===== src/rtl/lrwp_pkg.sv =====
// Shared types, constants and helper functions of the rainbow wipe pixel pipeline.
// No dependencies; every other file in rtl/ imports this package.
`timescale 1ns / 1ps
package lrwp_pkg;

  // Matrix geometry and strip limits
  localparam int unsigned MATRIX_COLS  = 12;
  localparam int unsigned MATRIX_ROWS  = 10;
  localparam int unsigned MATRIX_START = 12;
  localparam int unsigned TRAIL_LEN    = 3;
  localparam int unsigned MAX_LEDS     = 256;

  // Register reset values
  localparam int unsigned NUM_LEDS_RST   = 132;
  localparam int unsigned BRIGHT_RST     = 255;

  // Wheel and fade constants
  localparam int unsigned WHEEL_SPAN  = 1536;
  localparam int unsigned PHASE_MUL   = 13;
  localparam int unsigned CORNER_MUL  = 29;
  localparam int unsigned FADE_STEP   = 70;

  // Field and datapath widths
  localparam int unsigned IDX_W    = 8;
  localparam int unsigned PHASE_W  = 6;
  localparam int unsigned CORNER_W = 2;
  localparam int unsigned LEDS_W   = 9;    // strip length register and clamped divisor
  localparam int unsigned COLOR_W  = 8;
  localparam int unsigned CFG_IDX_W = 2;
  localparam int unsigned CFG_DAT_W = 9;
  localparam int unsigned VAL_W    = 11;   // idx + phase*13 + corner*29 <= 1161
  localparam int unsigned QUO_W    = 11;   // quotients stay below 2048
  localparam int unsigned REM_W    = 20;   // r * 1536 < 2^20
  localparam int unsigned ROW_W    = 7;    // rel / cols with rel < 256
  localparam int unsigned COORD_W  = 7;    // x, y, dist arithmetic

  // Reciprocal for rel / MATRIX_COLS, exact for rel < 256
  localparam int unsigned RECIP_SH = 16;
  localparam int unsigned RECIP_W  = 17;
  localparam int unsigned COL_RECIP = ((1 << RECIP_SH) + MATRIX_COLS - 1) / MATRIX_COLS;

  localparam int unsigned N_STAGES = 8;

  // Configuration register indexes
  typedef enum logic [CFG_IDX_W-1:0] {
    CFG_NUM_LEDS   = 2'd0,
    CFG_BRIGHTNESS = 2'd1
  } cfg_reg_e;

  typedef enum logic {
    OP_SPLASH  = 1'b0,
    OP_RAINBOW = 1'b1
  } op_e;

  typedef enum logic [CORNER_W-1:0] {
    CORNER_TL = 2'd0,
    CORNER_TR = 2'd1,
    CORNER_BR = 2'd2,
    CORNER_BL = 2'd3
  } corner_e;

  // Wheel sections (each 256 steps wide)
  typedef enum logic [2:0] {
    SECT_RED_UP   = 3'd0,
    SECT_RED_DN   = 3'd1,
    SECT_BLUE_UP  = 3'd2,
    SECT_GREEN_DN = 3'd3,
    SECT_RED_UP2  = 3'd4,
    SECT_BLUE_DN  = 3'd5
  } sect_e;

  // Sideband that rides along the divider stages
  typedef struct packed {
    logic                 written;
    logic [COLOR_W-1:0]   fade;
  } lrwp_side_t;

  // (v * (s + 1)) >> 8
  function automatic logic [COLOR_W-1:0] scale8(input logic [COLOR_W-1:0] v,
                                                input logic [COLOR_W-1:0] s);
    logic [16:0] prod;
    prod = 17'(v) * (17'(s) + 17'd1);
    return prod[15:8];
  endfunction

  // 255 - 70 * delta, delta within the trail
  function automatic logic [COLOR_W-1:0] fade_of(input logic [1:0] delta);
    logic [9:0] f;
    f = 10'd255 - 10'(delta) * 10'(FADE_STEP);
    return f[COLOR_W-1:0];
  endfunction

endpackage


===== src/rtl/lrwp_front.sv =====
// Front end: index sum for the wheel and serpentine matrix decode (two stages).
// Depends on lrwp_pkg.
`timescale 1ns / 1ps
module lrwp_front (
  input  logic                          clk_i,
  input  logic                          en_a_i,
  input  logic                          en_b_i,
  input  logic [lrwp_pkg::LEDS_W-1:0]   n_i,
  input  logic                          operation_i,
  input  logic [lrwp_pkg::IDX_W-1:0]    led_index_i,
  input  logic [lrwp_pkg::PHASE_W-1:0]  phase_i,
  input  logic [lrwp_pkg::CORNER_W-1:0] corner_i,
  input  logic                          pixel_lit_i,
  output logic [lrwp_pkg::VAL_W-1:0]    val_o,
  output lrwp_pkg::lrwp_side_t          side_o
);
  import lrwp_pkg::*;

  localparam int unsigned MatEnd = MATRIX_START + MATRIX_COLS * MATRIX_ROWS;

  // Stage A registers
  logic                  op_q, lit_q, range_q, mat_q;
  logic [PHASE_W-1:0]    phase_q;
  logic [CORNER_W-1:0]   corner_q;
  logic [VAL_W-1:0]      val_q;
  logic [IDX_W-1:0]      rel_q;
  logic [ROW_W-1:0]      row_q;

  logic                  range_d, mat_d;
  logic [VAL_W-1:0]      sum_d, val_d;
  logic [IDX_W-1:0]      rel_d;
  logic [IDX_W+RECIP_W-1:0] rprod;
  logic [ROW_W-1:0]      row_d;

  // Stage A: range checks, wheel index (summed for the wipe), row by reciprocal
  always_comb begin
    range_d = (n_i != '0) && ({1'b0, led_index_i} < n_i);
    mat_d   = (11'(led_index_i) >= 11'(MATRIX_START)) && (11'(led_index_i) < 11'(MatEnd));
    sum_d   = VAL_W'(led_index_i) + VAL_W'(phase_i) * VAL_W'(PHASE_MUL)
            + VAL_W'(corner_i) * VAL_W'(CORNER_MUL);
    val_d   = (op_e'(operation_i) == OP_RAINBOW) ? VAL_W'(led_index_i) : sum_d;
    rel_d   = led_index_i - IDX_W'(MATRIX_START);
    rprod   = (IDX_W+RECIP_W)'(rel_d) * (IDX_W+RECIP_W)'(COL_RECIP);
    row_d   = rprod[RECIP_SH +: ROW_W];
  end

  always_ff @(posedge clk_i) begin
    if (en_a_i) begin
      op_q     <= operation_i;
      lit_q    <= pixel_lit_i;
      range_q  <= range_d;
      mat_q    <= mat_d;
      phase_q  <= phase_i;
      corner_q <= corner_i;
      val_q    <= val_d;
      rel_q    <= rel_d;
      row_q    <= row_d;
    end
  end

  // Stage B: column, x/y, corner distance, trail test, fade
  logic [COORD_W-1:0] col, x, y, xr, yr, corner_dist, diff;
  logic               hit, written_d;
  logic [COLOR_W-1:0] fade_d;

  always_comb begin
    col  = COORD_W'(COORD_W'(rel_q) - COORD_W'(row_q) * COORD_W'(MATRIX_COLS));
    x    = row_q[0] ? col : COORD_W'(MATRIX_COLS - 1) - col;
    y    = COORD_W'(MATRIX_ROWS - 1) - COORD_W'(row_q);
    xr   = COORD_W'(MATRIX_COLS - 1) - x;
    yr   = COORD_W'(MATRIX_ROWS - 1) - y;
    unique case (corner_e'(corner_q))
      CORNER_TL: corner_dist = x + y;
      CORNER_TR: corner_dist = xr + y;
      CORNER_BR: corner_dist = xr + yr;
      default:   corner_dist = x + yr;
    endcase
    diff = COORD_W'(phase_q) - corner_dist;
    hit  = (COORD_W'(phase_q) >= corner_dist) && (diff <= COORD_W'(TRAIL_LEN));
    if (op_e'(op_q) == OP_RAINBOW) begin
      written_d = range_q && lit_q;
      fade_d    = 8'hFF;
    end else begin
      written_d = range_q && mat_q && hit;
      fade_d    = fade_of(diff[1:0]);
    end
  end

  always_ff @(posedge clk_i) begin
    if (en_b_i) begin
      val_o          <= val_q;
      side_o.written <= written_d;
      side_o.fade    <= fade_d;
    end
  end

endmodule


===== src/rtl/lrwp_div_stage.sv =====
// One registered slice of a restoring divider: steps StepHi down to StepLo.
// Depends on lrwp_pkg.
`timescale 1ns / 1ps
module lrwp_div_stage #(
  parameter int unsigned StepHi = 10,
  parameter int unsigned StepLo = 6
) (
  input  logic                         clk_i,
  input  logic                         en_i,
  input  logic [lrwp_pkg::LEDS_W-1:0]  div_i,
  input  logic [lrwp_pkg::REM_W-1:0]   rem_i,
  input  logic [lrwp_pkg::QUO_W-1:0]   quot_i,
  input  lrwp_pkg::lrwp_side_t         side_i,
  output logic [lrwp_pkg::REM_W-1:0]   rem_o,
  output logic [lrwp_pkg::QUO_W-1:0]   quot_o,
  output lrwp_pkg::lrwp_side_t         side_o
);
  import lrwp_pkg::*;

  logic [REM_W-1:0] rem, cand;
  logic [QUO_W-1:0] quot;

  // Compare and subtract the shifted divisor, one quotient bit per step
  always_comb begin
    rem  = rem_i;
    quot = quot_i;
    cand = '0;
    for (int i = StepHi; i >= int'(StepLo); i--) begin
      cand = REM_W'(div_i) << i;
      if (rem >= cand) begin
        rem  = rem - cand;
        quot = quot | (QUO_W'(1) << i);
      end
    end
  end

  always_ff @(posedge clk_i) begin
    if (en_i) begin
      rem_o  <= rem;
      quot_o <= quot;
      side_o <= side_i;
    end
  end

endmodule


===== src/rtl/lrwp_color.sv =====
// Wheel color from the quotient, brightness scale, then fade scale (two stages).
// Depends on lrwp_pkg.
`timescale 1ns / 1ps
module lrwp_color (
  input  logic                          clk_i,
  input  logic                          en_wheel_i,
  input  logic                          en_fade_i,
  input  logic [lrwp_pkg::QUO_W-1:0]    wheel_i,
  input  logic [lrwp_pkg::COLOR_W-1:0]  bright_i,
  input  lrwp_pkg::lrwp_side_t          side_i,
  output logic [lrwp_pkg::COLOR_W-1:0]  red_o,
  output logic [lrwp_pkg::COLOR_W-1:0]  green_o,
  output logic [lrwp_pkg::COLOR_W-1:0]  blue_o,
  output logic                          written_o
);
  import lrwp_pkg::*;

  logic [COLOR_W-1:0] r, g, b, off;
  logic [COLOR_W-1:0] r_q, g_q, b_q;
  lrwp_side_t         side_q;

  // Six-section wheel
  always_comb begin
    off = wheel_i[7:0];
    r = '0;
    g = '0;
    b = '0;
    unique case (sect_e'(wheel_i[10:8]))
      SECT_RED_UP:   begin r = 8'hFF;       g = off;          end
      SECT_RED_DN:   begin r = 8'hFF - off; g = 8'hFF;        end
      SECT_BLUE_UP:  begin g = 8'hFF;       b = off;          end
      SECT_GREEN_DN: begin g = 8'hFF - off; b = 8'hFF;        end
      SECT_RED_UP2:  begin r = off;         b = 8'hFF;        end
      default:       begin r = 8'hFF;       b = 8'hFF - off;  end
    endcase
  end

  always_ff @(posedge clk_i) begin
    if (en_wheel_i) begin
      r_q    <= scale8(r, bright_i);
      g_q    <= scale8(g, bright_i);
      b_q    <= scale8(b, bright_i);
      side_q <= side_i;
    end
  end

  // Fade and blank unwritten pixels
  always_ff @(posedge clk_i) begin
    if (en_fade_i) begin
      red_o     <= side_q.written ? scale8(r_q, side_q.fade) : '0;
      green_o   <= side_q.written ? scale8(g_q, side_q.fade) : '0;
      blue_o    <= side_q.written ? scale8(b_q, side_q.fade) : '0;
      written_o <= side_q.written;
    end
  end

endmodule


===== src/rtl/led_matrix_rainbow_wipe_pixel.sv =====
// Top level of the rainbow wipe pixel pipeline: handshake, config registers, stages.
// Depends on lrwp_pkg, lrwp_front, lrwp_div_stage, lrwp_color.
//
//   channel | direction | handshake               | payload
//   --------+-----------+-------------------------+-------------------------------------
//   in      | input     | in_valid_i / in_stall_o | operation, led_index, phase, corner,
//           |           |                         | pixel_lit
//   out     | output    | out_valid_o/out_stall_i | red, green, blue, pixel_written
//   cfg     | input     | cfg_valid_i/cfg_ready_o | cfg_index_i, cfg_data_i
//
// Eight register stages: two front (matrix decode), four divider slices (mod strip length,
// then the 1536-step wheel quotient), two color (brightness, fade). One pixel per cycle
// sustained while out_stall_i is low.
// Each stage moves on when it is empty or the stage after it moves, so bubbles collapse
// and a stalled output holds only what is behind it.
// Reset clears the valid bits and loads a strip length of 132 and brightness 255;
// cfg is always ready.
`timescale 1ns / 1ps
module led_matrix_rainbow_wipe_pixel (
  input  logic                            clk_i,
  input  logic                            rst_ni,
  // input channel
  input  logic                            in_valid_i,
  output logic                            in_stall_o,
  input  logic                            operation_i,
  input  logic [lrwp_pkg::IDX_W-1:0]      led_index_i,
  input  logic [lrwp_pkg::PHASE_W-1:0]    phase_i,
  input  logic [lrwp_pkg::CORNER_W-1:0]   corner_i,
  input  logic                            pixel_lit_i,
  // output channel
  output logic                            out_valid_o,
  input  logic                            out_stall_i,
  output logic [lrwp_pkg::COLOR_W-1:0]    red_o,
  output logic [lrwp_pkg::COLOR_W-1:0]    green_o,
  output logic [lrwp_pkg::COLOR_W-1:0]    blue_o,
  output logic                            pixel_written_o,
  // configuration
  input  logic                            cfg_valid_i,
  output logic                            cfg_ready_o,
  input  logic [lrwp_pkg::CFG_IDX_W-1:0]  cfg_index_i,
  input  logic [lrwp_pkg::CFG_DAT_W-1:0]  cfg_data_i
);
  import lrwp_pkg::*;

  localparam int unsigned LedsRst = (NUM_LEDS_RST > MAX_LEDS) ? MAX_LEDS : NUM_LEDS_RST;

  // Config registers; the strip length is stored already clamped to MAX_LEDS
  logic [LEDS_W-1:0]  n_q, n_d;
  logic [COLOR_W-1:0] bright_q;

  assign cfg_ready_o = 1'b1;

  always_comb begin
    if (32'(cfg_data_i) > MAX_LEDS) n_d = LEDS_W'(MAX_LEDS);
    else                           n_d = cfg_data_i[LEDS_W-1:0];
  end

  always_ff @(posedge clk_i or negedge rst_ni) begin
    if (!rst_ni) begin
      n_q      <= LEDS_W'(LedsRst);
      bright_q <= COLOR_W'(BRIGHT_RST);
    end else if (cfg_valid_i && cfg_ready_o) begin
      unique case (cfg_reg_e'(cfg_index_i))
        CFG_NUM_LEDS:   n_q      <= n_d;
        CFG_BRIGHTNESS: bright_q <= cfg_data_i[COLOR_W-1:0];
        default: ;
      endcase
    end
  end

  // Stage valid bits and advance chain
  logic [N_STAGES-1:0] v_q, v_d, adv;

  always_comb begin
    adv[N_STAGES-1] = !v_q[N_STAGES-1] || !out_stall_i;
    for (int k = N_STAGES - 2; k >= 0; k--) begin
      adv[k] = !v_q[k] || adv[k+1];
    end
    v_d = v_q;
    if (adv[0]) v_d[0] = in_valid_i;
    for (int k = 1; k < N_STAGES; k++) begin
      if (adv[k]) v_d[k] = v_q[k-1];
    end
  end

  always_ff @(posedge clk_i or negedge rst_ni) begin
    if (!rst_ni) v_q <= '0;
    else         v_q <= v_d;
  end

  assign in_stall_o  = !adv[0];
  assign out_valid_o = v_q[N_STAGES-1];

  // Datapath
  logic [VAL_W-1:0]   val;
  lrwp_side_t         side_f, side_m0, side_m1, side_q0, side_q1;
  logic [REM_W-1:0]   rem_m0, rem_m1, rem_q0, rem_q1, num;
  logic [QUO_W-1:0]   quo_q0, quo_q1;

  lrwp_front u_front (
    .clk_i       (clk_i),
    .en_a_i      (adv[0]),
    .en_b_i      (adv[1]),
    .n_i         (n_q),
    .operation_i (operation_i),
    .led_index_i (led_index_i),
    .phase_i     (phase_i),
    .corner_i    (corner_i),
    .pixel_lit_i (pixel_lit_i),
    .val_o       (val),
    .side_o      (side_f)
  );

  // index mod strip length
  lrwp_div_stage #(.StepHi(10), .StepLo(6)) u_mod_hi (
    .clk_i (clk_i), .en_i (adv[2]), .div_i (n_q),
    .rem_i (REM_W'(val)), .quot_i ('0), .side_i (side_f),
    .rem_o (rem_m0), .quot_o (), .side_o (side_m0)
  );

  lrwp_div_stage #(.StepHi(5), .StepLo(0)) u_mod_lo (
    .clk_i (clk_i), .en_i (adv[3]), .div_i (n_q),
    .rem_i (rem_m0), .quot_i ('0), .side_i (side_m0),
    .rem_o (rem_m1), .quot_o (), .side_o (side_m1)
  );

  // (r * 1536) / strip length, r below the strip length
  assign num = (REM_W'(rem_m1[LEDS_W-1:0]) << 10) + (REM_W'(rem_m1[LEDS_W-1:0]) << 9);

  lrwp_div_stage #(.StepHi(10), .StepLo(5)) u_quo_hi (
    .clk_i (clk_i), .en_i (adv[4]), .div_i (n_q),
    .rem_i (num), .quot_i ('0), .side_i (side_m1),
    .rem_o (rem_q0), .quot_o (quo_q0), .side_o (side_q0)
  );

  lrwp_div_stage #(.StepHi(4), .StepLo(0)) u_quo_lo (
    .clk_i (clk_i), .en_i (adv[5]), .div_i (n_q),
    .rem_i (rem_q0), .quot_i (quo_q0), .side_i (side_q0),
    .rem_o (rem_q1), .quot_o (quo_q1), .side_o (side_q1)
  );

  lrwp_color u_color (
    .clk_i      (clk_i),
    .en_wheel_i (adv[6]),
    .en_fade_i  (adv[7]),
    .wheel_i    (quo_q1),
    .bright_i   (bright_q),
    .side_i     (side_q1),
    .red_o      (red_o),
    .green_o    (green_o),
    .blue_o     (blue_o),
    .written_o  (pixel_written_o)
  );

  // Checks
  logic in_xfer, out_xfer, rem_tail_ok;
  assign in_xfer     = in_valid_i && !in_stall_o;
  assign out_xfer    = out_valid_o && !out_stall_i;
  assign rem_tail_ok = (rem_q1 < REM_W'(n_q)) || (n_q == '0);

  a_black_unwritten: assert property (@(posedge clk_i) disable iff (!rst_ni)
    out_valid_o && !pixel_written_o |-> red_o == '0 && green_o == '0 && blue_o == '0)
    else $error("unwritten pixel carries color");

  a_stall_only_when_full: assert property (@(posedge clk_i) disable iff (!rst_ni)
    in_stall_o |-> out_valid_o && out_stall_i && v_q == '1)
    else $error("input stalled while the pipeline has room");

  a_occupancy_grows: assert property (@(posedge clk_i) disable iff (!rst_ni)
    in_xfer && !out_xfer |=> $countones(v_q) == $past($countones(v_q)) + 1)
    else $error("accepted pixel lost in pipeline");

  a_occupancy_shrinks: assert property (@(posedge clk_i) disable iff (!rst_ni)
    !in_xfer && out_xfer |=> $countones(v_q) + 1 == $past($countones(v_q)))
    else $error("pixel duplicated in pipeline");

  a_div_remainder: assert property (@(posedge clk_i) disable iff (!rst_ni)
    v_q[5] |-> rem_tail_ok)
    else $error("wheel divider remainder not below divisor");

  a_clamped_leds: assert property (@(posedge clk_i) disable iff (!rst_ni)
    32'(n_q) <= MAX_LEDS)
    else $error("strip length above limit");

endmodule


===== config.mk =====
export PLATFORM = sky130hd
export DESIGN_NAME = led_matrix_rainbow_wipe_pixel
export DESIGN_NICKNAME = d
export VERILOG_FILES = /design/src/rtl/lrwp_pkg.sv /design/src/rtl/lrwp_front.sv /design/src/rtl/lrwp_div_stage.sv /design/src/rtl/lrwp_color.sv /design/src/rtl/led_matrix_rainbow_wipe_pixel.sv
export SDC_FILE = /design/constraint.sdc
export NUM_CORES = 2
export LEC_CHECK = 0
export BUFFER_PORTS_ARGS = -buffer_cell sky130_fd_sc_hd__buf_2
export CORE_MARGIN = 8
export CORE_UTILIZATION = 60
export CTS_CLUSTER_SIZE = 20
export DETAILED_ROUTE_END_ITERATION = 16
export PLACE_DENSITY = 0.8
export SLEW_MARGIN = 10
export SYNTH_ARGS = -nofsm -noshare
export SYNTH_HDL_FRONTEND = slang
export SYNTH_SLANG_ARGS = --single-unit

===== constraint.sdc =====
create_clock -name clk_i -period 15.4 [get_ports clk_i]
set_input_delay 1.54 -clock clk_i [delete_from_list [all_inputs] [get_ports clk_i]]
set_output_delay 1.54 -clock clk_i [all_outputs]
set_load 0.005 [all_outputs]

# After elaboration in Yosys (flattened, before gate mapping)
# Cells that the tools add are included.
[word_totals] reg_bits=245 latch_bits=0 ramBits=0 rom_bits=0 inputBits=34 output_inout_bits=28 wordCells=204 n_memories=0
[op_classes] n_addsub=39 multipliers=11 n_div=0 magnitude_cmp=28 n_eq_ne=7 shifts=0 n_mux=38 bitwise=0 reduce_logical=34
[ops] operator="two-way mux 20 bit" n=20
[ops] operator="multiplier 8 x 17 -> 16 bit" n=6
[ops] operator="case mux 8 bit (3 select lines)" n=3
[ops] operator="greater-or-equal comparator 20 x 10 -> 1 bit" n=2
[ops] operator="greater-or-equal comparator 20 x 11 -> 1 bit" n=2
[ops] operator="greater-or-equal comparator 20 x 12 -> 1 bit" n=2
[ops] operator="greater-or-equal comparator 20 x 13 -> 1 bit" n=2
[ops] operator="greater-or-equal comparator 20 x 14 -> 1 bit" n=2
[ops] operator="greater-or-equal comparator 20 x 15 -> 1 bit" n=2
[ops] operator="greater-or-equal comparator 20 x 16 -> 1 bit" n=2
[ops] operator="greater-or-equal comparator 20 x 17 -> 1 bit" n=2
[ops] operator="greater-or-equal comparator 20 x 18 -> 1 bit" n=2
[ops] operator="greater-or-equal comparator 20 x 9 -> 1 bit" n=2
[ops] operator="subtractor 20 x 10 -> 20 bit" n=2
[ops] operator="subtractor 20 x 11 -> 20 bit" n=2
[ops] operator="subtractor 20 x 12 -> 20 bit" n=2
[ops] operator="subtractor 20 x 13 -> 20 bit" n=2
[ops] operator="subtractor 20 x 14 -> 20 bit" n=2
[ops] operator="subtractor 20 x 15 -> 20 bit" n=2
[ops] operator="subtractor 20 x 16 -> 20 bit" n=2
[ops] operator="subtractor 20 x 17 -> 20 bit" n=2
[ops] operator="subtractor 20 x 18 -> 20 bit" n=2
[ops] operator="adder 7 bit" n=4
[ops] operator="two-way mux 9 bit" n=3
[ops] operator="other kinds (49)" n=83

# Depth between registers and ports, before layout
[logic_depth] depth_word=13 mapped_depth=89

# Hierarchy
# Synthesis repeated with hierarchy kept, for this count alone.
[hier_totals] cells_unflattened=4885 hier_area_um2=43147.6
[modules_own_cells] mod="lrwp_color" n_inst=1 cells_per_inst=1652 area_per_inst_um2=14665.3 seq_area_each_um2=1741.7
[modules_own_cells] mod="lrwp_div_stage at u_mod_lo" n_inst=1 cells_per_inst=768 area_per_inst_um2=6212.2 seq_area_each_um2=1201.2
[modules_own_cells] mod="lrwp_front" n_inst=1 cells_per_inst=563 area_per_inst_um2=5869.4 seq_area_each_um2=1561.5
[modules_own_cells] mod="lrwp_div_stage at u_quo_lo" n_inst=1 cells_per_inst=688 area_per_inst_um2=5625.4 seq_area_each_um2=1201.2
[modules_own_cells] mod="lrwp_div_stage at u_quo_hi" n_inst=1 cells_per_inst=591 area_per_inst_um2=5119.9 seq_area_each_um2=1201.2
[modules_own_cells] mod="lrwp_div_stage at u_mod_hi" n_inst=1 cells_per_inst=481 area_per_inst_um2=4211.5 seq_area_each_um2=1201.2
[modules_own_cells] mod="led_matrix_rainbow_wipe_pixel" n_inst=1 cells_per_inst=142 area_per_inst_um2=1443.9 seq_area_each_um2=638.1

# Worst setup path before layout
# No wires, ideal clock.
[synth_timing] path_kind="reg-to-reg" from="reg u_mod_lo.rem_o[1] (netlist bit)" to="reg u_quo_hi.rem_o[11] (netlist bit), data pin" arrival_time_ns=15.542 required_time_ns=15.131 setup_slack_ns=-0.411 stages_incl_launch_ff=85 path_buffers=6 synth_period_minus_slack_ns=15.811 path_cell_list="edfxtp_1 ha_1 a21o_1 a21oi_1 o21bai_1 a21oi_1 xnor2_1 ha_1 o21a_1 o21ai_0 a21oi_1 o21ai_0 and3_1 inv_1 o21ai_0 inv_1 ha_1 nor2b_1 [... 49 more ...] ha_1 nor2b_1 o21ai_0 a21boi_0 o21ai_0 nand2b_1 and2_1 o21ai_0 nand2_1 and2_1 nor2_1 nor2_1 nor2_1 nand2_1 or3_1 nor3b_1 clkbuf_1 o21ai_0"
[synth_between] elab_chain_len=13 word_cells_on_any_way=19 cone_classes="7 x add/sub; 6 x order compare; 6 x mux"
[synth_lines] item="from (decl)" line="lrwp_div_stage.sv:14" text="output logic [lrwp_pkg::REM_W-1:0] rem_o,"
[synth_lines] item="from (signal assigned)" line="lrwp_div_stage.sv:39" text="rem_o <= rem;"
[synth_lines] item="adder 19 x 18 -> 20 bit (*)" line="led_matrix_rainbow_wipe_pixel.sv:128" text="assign num = (REM_W'(rem_m1[LEDS_W-1:0]) << 10) + (REM_W'(rem_m1[LEDS_W-1:0]) << 9);"
[synth_lines] item="subtractor 20 x 19 -> 20 bit / greater-or-equal comparator 20 x 19 -> 1 bit (equally long branches)" line="lrwp_div_stage.sv:31, lrwp_div_stage.sv:30"
[synth_lines] item="two-way mux 20 bit (*)" line="lrwp_div_stage.sv:30" text="if (rem >= cand) begin"
[synth_lines] item="subtractor 20 x 18 -> 20 bit / greater-or-equal comparator 20 x 18 -> 1 bit (equally long branches)" line="lrwp_div_stage.sv:31, lrwp_div_stage.sv:30"
[synth_lines] item="two-way mux 20 bit (*)" line="lrwp_div_stage.sv:30"
[synth_lines] item="subtractor 20 x 17 -> 20 bit / greater-or-equal comparator 20 x 17 -> 1 bit (equally long branches)" line="lrwp_div_stage.sv:31, lrwp_div_stage.sv:30"
[synth_lines] item="two-way mux 20 bit (*)" line="lrwp_div_stage.sv:30"
[synth_lines] item="subtractor 20 x 16 -> 20 bit / greater-or-equal comparator 20 x 16 -> 1 bit (equally long branches)" line="lrwp_div_stage.sv:31, lrwp_div_stage.sv:30"
[synth_lines] item="two-way mux 20 bit (*)" line="lrwp_div_stage.sv:30"
[synth_lines] item="subtractor 20 x 15 -> 20 bit / greater-or-equal comparator 20 x 15 -> 1 bit (equally long branches)" line="lrwp_div_stage.sv:31, lrwp_div_stage.sv:30"
[synth_lines] item="two-way mux 20 bit (*)" line="lrwp_div_stage.sv:30"
[synth_lines] item="subtractor 20 x 14 -> 20 bit / greater-or-equal comparator 20 x 14 -> 1 bit (equally long branches)" line="lrwp_div_stage.sv:31, lrwp_div_stage.sv:30"
[synth_lines] item="two-way mux 20 bit (*)" line="lrwp_div_stage.sv:30"
[synth_lines] item="via u_quo_hi.rem[11]" line="lrwp_div_stage.sv:20" text="logic [REM_W-1:0] rem, cand;"
[synth_lines] item="to (signal assigned)" line="lrwp_div_stage.sv:39"
[synth_lines] item="to (decl)" line="lrwp_div_stage.sv:14"
# Mark *: on every way through the listed nets, which the timed path passes. The rest lies on a longest branch.
# A chain may end at the register's enable or synchronous reset.

# Worst setup path after layout
[layout_timing] from="reg n_q[8]" to="reg u_mod_lo.rem_o[2] (netlist bit), data pin"
[layout_between] elab_chain_len=12 word_cells_on_any_way=18 cone_classes="6 x add/sub; 6 x order compare; 6 x mux"
[layout_lines] item="from (decl)" line="led_matrix_rainbow_wipe_pixel.sv:48" text="logic [LEDS_W-1:0] n_q, n_d;"
[layout_lines] item="from (signal assigned)" line="led_matrix_rainbow_wipe_pixel.sv:60" text="n_q <= LEDS_W'(LedsRst);"
[layout_lines] item="from (signal assigned)" line="led_matrix_rainbow_wipe_pixel.sv:64" text="CFG_NUM_LEDS: n_q <= n_d;"
[layout_lines] item="subtractor 20 x 14 -> 20 bit / greater-or-equal comparator 20 x 14 -> 1 bit (equally long branches)" line="lrwp_div_stage.sv:31, lrwp_div_stage.sv:30"
[layout_lines] item="two-way mux 20 bit" line="lrwp_div_stage.sv:30"
[layout_lines] item="subtractor 20 x 13 -> 20 bit / greater-or-equal comparator 20 x 13 -> 1 bit (equally long branches)" line="lrwp_div_stage.sv:31, lrwp_div_stage.sv:30"
[layout_lines] item="two-way mux 20 bit" line="lrwp_div_stage.sv:30"
[layout_lines] item="subtractor 20 x 12 -> 20 bit / greater-or-equal comparator 20 x 12 -> 1 bit (equally long branches)" line="lrwp_div_stage.sv:31, lrwp_div_stage.sv:30"
[layout_lines] item="two-way mux 20 bit" line="lrwp_div_stage.sv:30"
[layout_lines] item="subtractor 20 x 11 -> 20 bit / greater-or-equal comparator 20 x 11 -> 1 bit (equally long branches)" line="lrwp_div_stage.sv:31, lrwp_div_stage.sv:30"
[layout_lines] item="two-way mux 20 bit" line="lrwp_div_stage.sv:30"
[layout_lines] item="subtractor 20 x 10 -> 20 bit / greater-or-equal comparator 20 x 10 -> 1 bit (equally long branches)" line="lrwp_div_stage.sv:31, lrwp_div_stage.sv:30"
[layout_lines] item="two-way mux 20 bit" line="lrwp_div_stage.sv:30"
[layout_lines] item="greater-or-equal comparator 20 x 9 -> 1 bit / subtractor 9 bit (equally long branches)" line="lrwp_div_stage.sv:30, lrwp_div_stage.sv:31"
[layout_lines] item="two-way mux 9 bit (*)" line="lrwp_div_stage.sv:30"
[layout_lines] item="via u_mod_lo.rem[2]" line="lrwp_div_stage.sv:20"
# Marks and branches as above.

==> qor.yml <==
status: "completed"
synth_area_um2: 36100
synth_edf_count: 192
drv_cap: 0
final_common_cell: "ha_1"
worst_hold_slack_ns: 0.418
initial_core_util_pct: 60.2
slew_violations: 0
critPathMostFrequentCell: "a21o_1"
ys_ff_latch: 217
overflow: 0
die_x_um: 261
fin_crit_sh_pct: 93.4
met2_usage_pct: 45.7
final_area_um2: 38600
r2r_slack_ns: 1.01
antenna_found_initial: 3
reg2reg_from: "n_q[8]"
critPathSlowestCell: "or4_4"
setup_viol: 0
core-area_um2: 59900
hold_viol: 0
ant_nets: 0
rr_endpoint: "u_mod_lo.rem_o[2]"
vias_per_cell: 5.99
reg2regPathDepth: 64
yosys_most_used_dff: "edfxtp_1"
cts_tree: "built"
wl_per_cell_um: 17.3
fmax_mhz: 69.5
clock_sinks: 217
clk_pin_slew_ns: 0.07
worst_slew_pin_slew_ns: 1.16
synth_seq_area_share_pct: 17.8
synth_nets: 4977
min_from: "u_mod_lo.side_o[7]"
vias: 30100
grt-busiest-layer: "met2"
syn_inst: 4167
yosysUniqueCellTypes: 108
slew_headroom_pct: 22.5
worstHoldEndpoint: "u_quo_hi.side_o[7]"
row_count: 90
clock_skew_ns: 0.0244
drc_errors: 0
setup.worst_path.start_class: "flip-flop"
die_h_um: 261
min_path_type: "reg2reg"
ys_warn_count: 0
crit_arrival_ns: 14.68
drive_above_1_share_pct: 8.18
hpwl_um: 68300
crit_fanout: 14
gr-usage-met3_pct: 2.61
path_class: "reg2reg"
synthArstFlopShare_pct: 11.5
grt_pass1_wl_um: 144000
syn_area_per_cell_um2: 8.65
cts_hold_buf: 0
area_growth_pct: 6.99
io_buffers: 60
die_area_um2: 68200
cts-buffers-inserted: 25
cp-end-kind: "flip-flop"
drt_iter0_drc: 2082
htree_levels: 1
cts_max_path_buffers: 3
required_ns: 15.69
final_cell_mix: "ha_1 (500), inv_1 (491), nand2_1 (430)"
min_path_cells: 0
first_pass_iters: 5
grt_util_met1_pct: 31.7
dpl_cell_area_um2: 37400
pin_count: 62
insertion_delay_ns: 0.57
max_stage_delay_ns: 0.57
grt_start_max_net_pins: 38
place_congestion: 0.938
finalNetCount: 5035
wl_um: 86900
root_buffer: "clkbuf_16"
finalCriticalPeriod_ns: 14.39
track_usage_pct: 25.3
grt_pass1_vias: 30000
fin_setup_tns_ns: 0
## cell type report
class	count	area, um^2
flip-flops and latches	217	6400
clock inverters	18	203
diodes	2	5.00
clock buffers	27	676
inverters	495	1860
fillers	4999	21300
repair buffers	136	882
well taps	782	978
multi-input cells	3350	27600
## through the flow
step	utilization, %	setup WS (ns)	instances
after floorplan	-	0.0743	4167
after global placement	62.5	0.268	4973
after detailed placement	62.5	-0.177	4973
after CTS	64.0	0.0125	5021
after global routing	64.4	-0.0769	5027
final	64.4	1.01	5027
## flip-flops by register name, indices dropped and copies added (netlist names), 9 cells and up
| signal | flops |
|---|---|
| u_quo_hi.rem_o | 15 |
| u_quo_lo.quot_o | 11 |
| n_q | 9 |
| u_front.val_o | 11 |
| u_mod_hi.rem_o | 20 |
| u_mod_lo.rem_o | 9 |
| u_front.val_q | 11 |
## synth_stat cells (11+ instances only)
master / n / area share, %
or4_1: 12 / 0.25
mux2_2: 47 / 1.5
nand3_1: 50 / 0.69
or2_2: 20 / 0.35
mux2i_1: 34 / 0.94
a211oi_1: 23 / 0.48
xor2_1: 84 / 2.0
o22ai_1: 14 / 0.24
o211ai_1: 22 / 0.46
dfrtp_1: 15 / 1.0
and2_1: 135 / 2.3
nand4_1: 43 / 0.75
o21a_1: 65 / 1.4
clkbuf_1: 91 / 0.95
a21o_1: 74 / 1.5
ha_1: 502 / 17
a21boi_0: 27 / 0.56
or3_1: 29 / 0.50
edfxtp_1: 192 / 16
o21bai_1: 23 / 0.48
xnor2_1: 169 / 4.1
o21ai_1: 12 / 0.17
nor2b_1: 95 / 1.6
o21ai_0: 187 / 2.6
and3_1: 32 / 0.56
a31oi_1: 19 / 0.33
nand2b_1: 76 / 1.3
a211o_1: 11 / 0.27
o31ai_1: 30 / 0.62
nor2_1: 311 / 3.2
nand2_1: 431 / 4.5
a21oi_1: 194 / 2.7
inv_1: 494 / 5.1
fa_1: 274 / 15
nor3_1: 94 / 1.3
nor3b_1: 19 / 0.40
o22a_1: 12 / 0.29
nor4_1: 29 / 0.50
## cell families (layout without fill, tap and decap cells)
logic type / Yosys count / in the layout / share of synthesized area, %
flip-flops: 217 / 217 / 17.8
multiplexers: 85 / 85 / 2.57
buffers and inverters: 600 / 676 / 6.34
other: 1 / 3 / 0.0104
adder cells (fa/ha/maj): 776 / 776 / 32.6
XOR/XNOR: 254 / 254 / 6.19
AO/OA/AOI/OAI: 814 / 814 / 14.9
AND/OR/NAND/NOR: 1420 / 1420 / 19.6
## critical path, delay by kind of cell (launching register included)
kind | cells | cell delay (ns)
compound gates | 25 | 4.70
fa+ha+maj | 6 | 1.90
buf+inv | 4 | 0.58
flops | 1 | 0.44
mux | 4 | 1.14
simple gates | 25 | 5.33
## worst max path at each step
stage | startpoint | end | slack, ns | cells past startpoint
2_1_floorplan | u_mod_lo.rem_o[1] | u_quo_hi.rem_o[7] | 0.07 | 87
3_3_place_gp | u_mod_lo.rem_o[1] | u_quo_hi.rem_o[7] | 0.27 | 85
3_5_place_dp | u_mod_lo.rem_o[1] | u_quo_hi.rem_o[7] | -0.18 | 85
4_1_cts | u_mod_lo.rem_o[1] | u_quo_hi.rem_o[6] | 0.01 | 86
5_1_grt | u_mod_lo.rem_o[1] | u_quo_hi.rem_o[6] | -0.08 | 87
6_report | n_q[8] | u_mod_lo.rem_o[2] | 1.01 | 64
## repair_timing
action	in CTS	in global routing
buffers inserted	3	4
endpoints found under the setup margin	15	27
resized for setup	3	74
pin swaps	2	17
## layer usage
metal / vias to the layer above / routed length [um]
met1: 14500 / 36500
li1: 14500 / -
met4: 0 / 2670
met2: 913 / 43100
met3: 195 / 4600
met5: - / 0
Power is not shown: default switching activity piles up to over one toggle a cycle in this logic, so the estimate is an artifact.
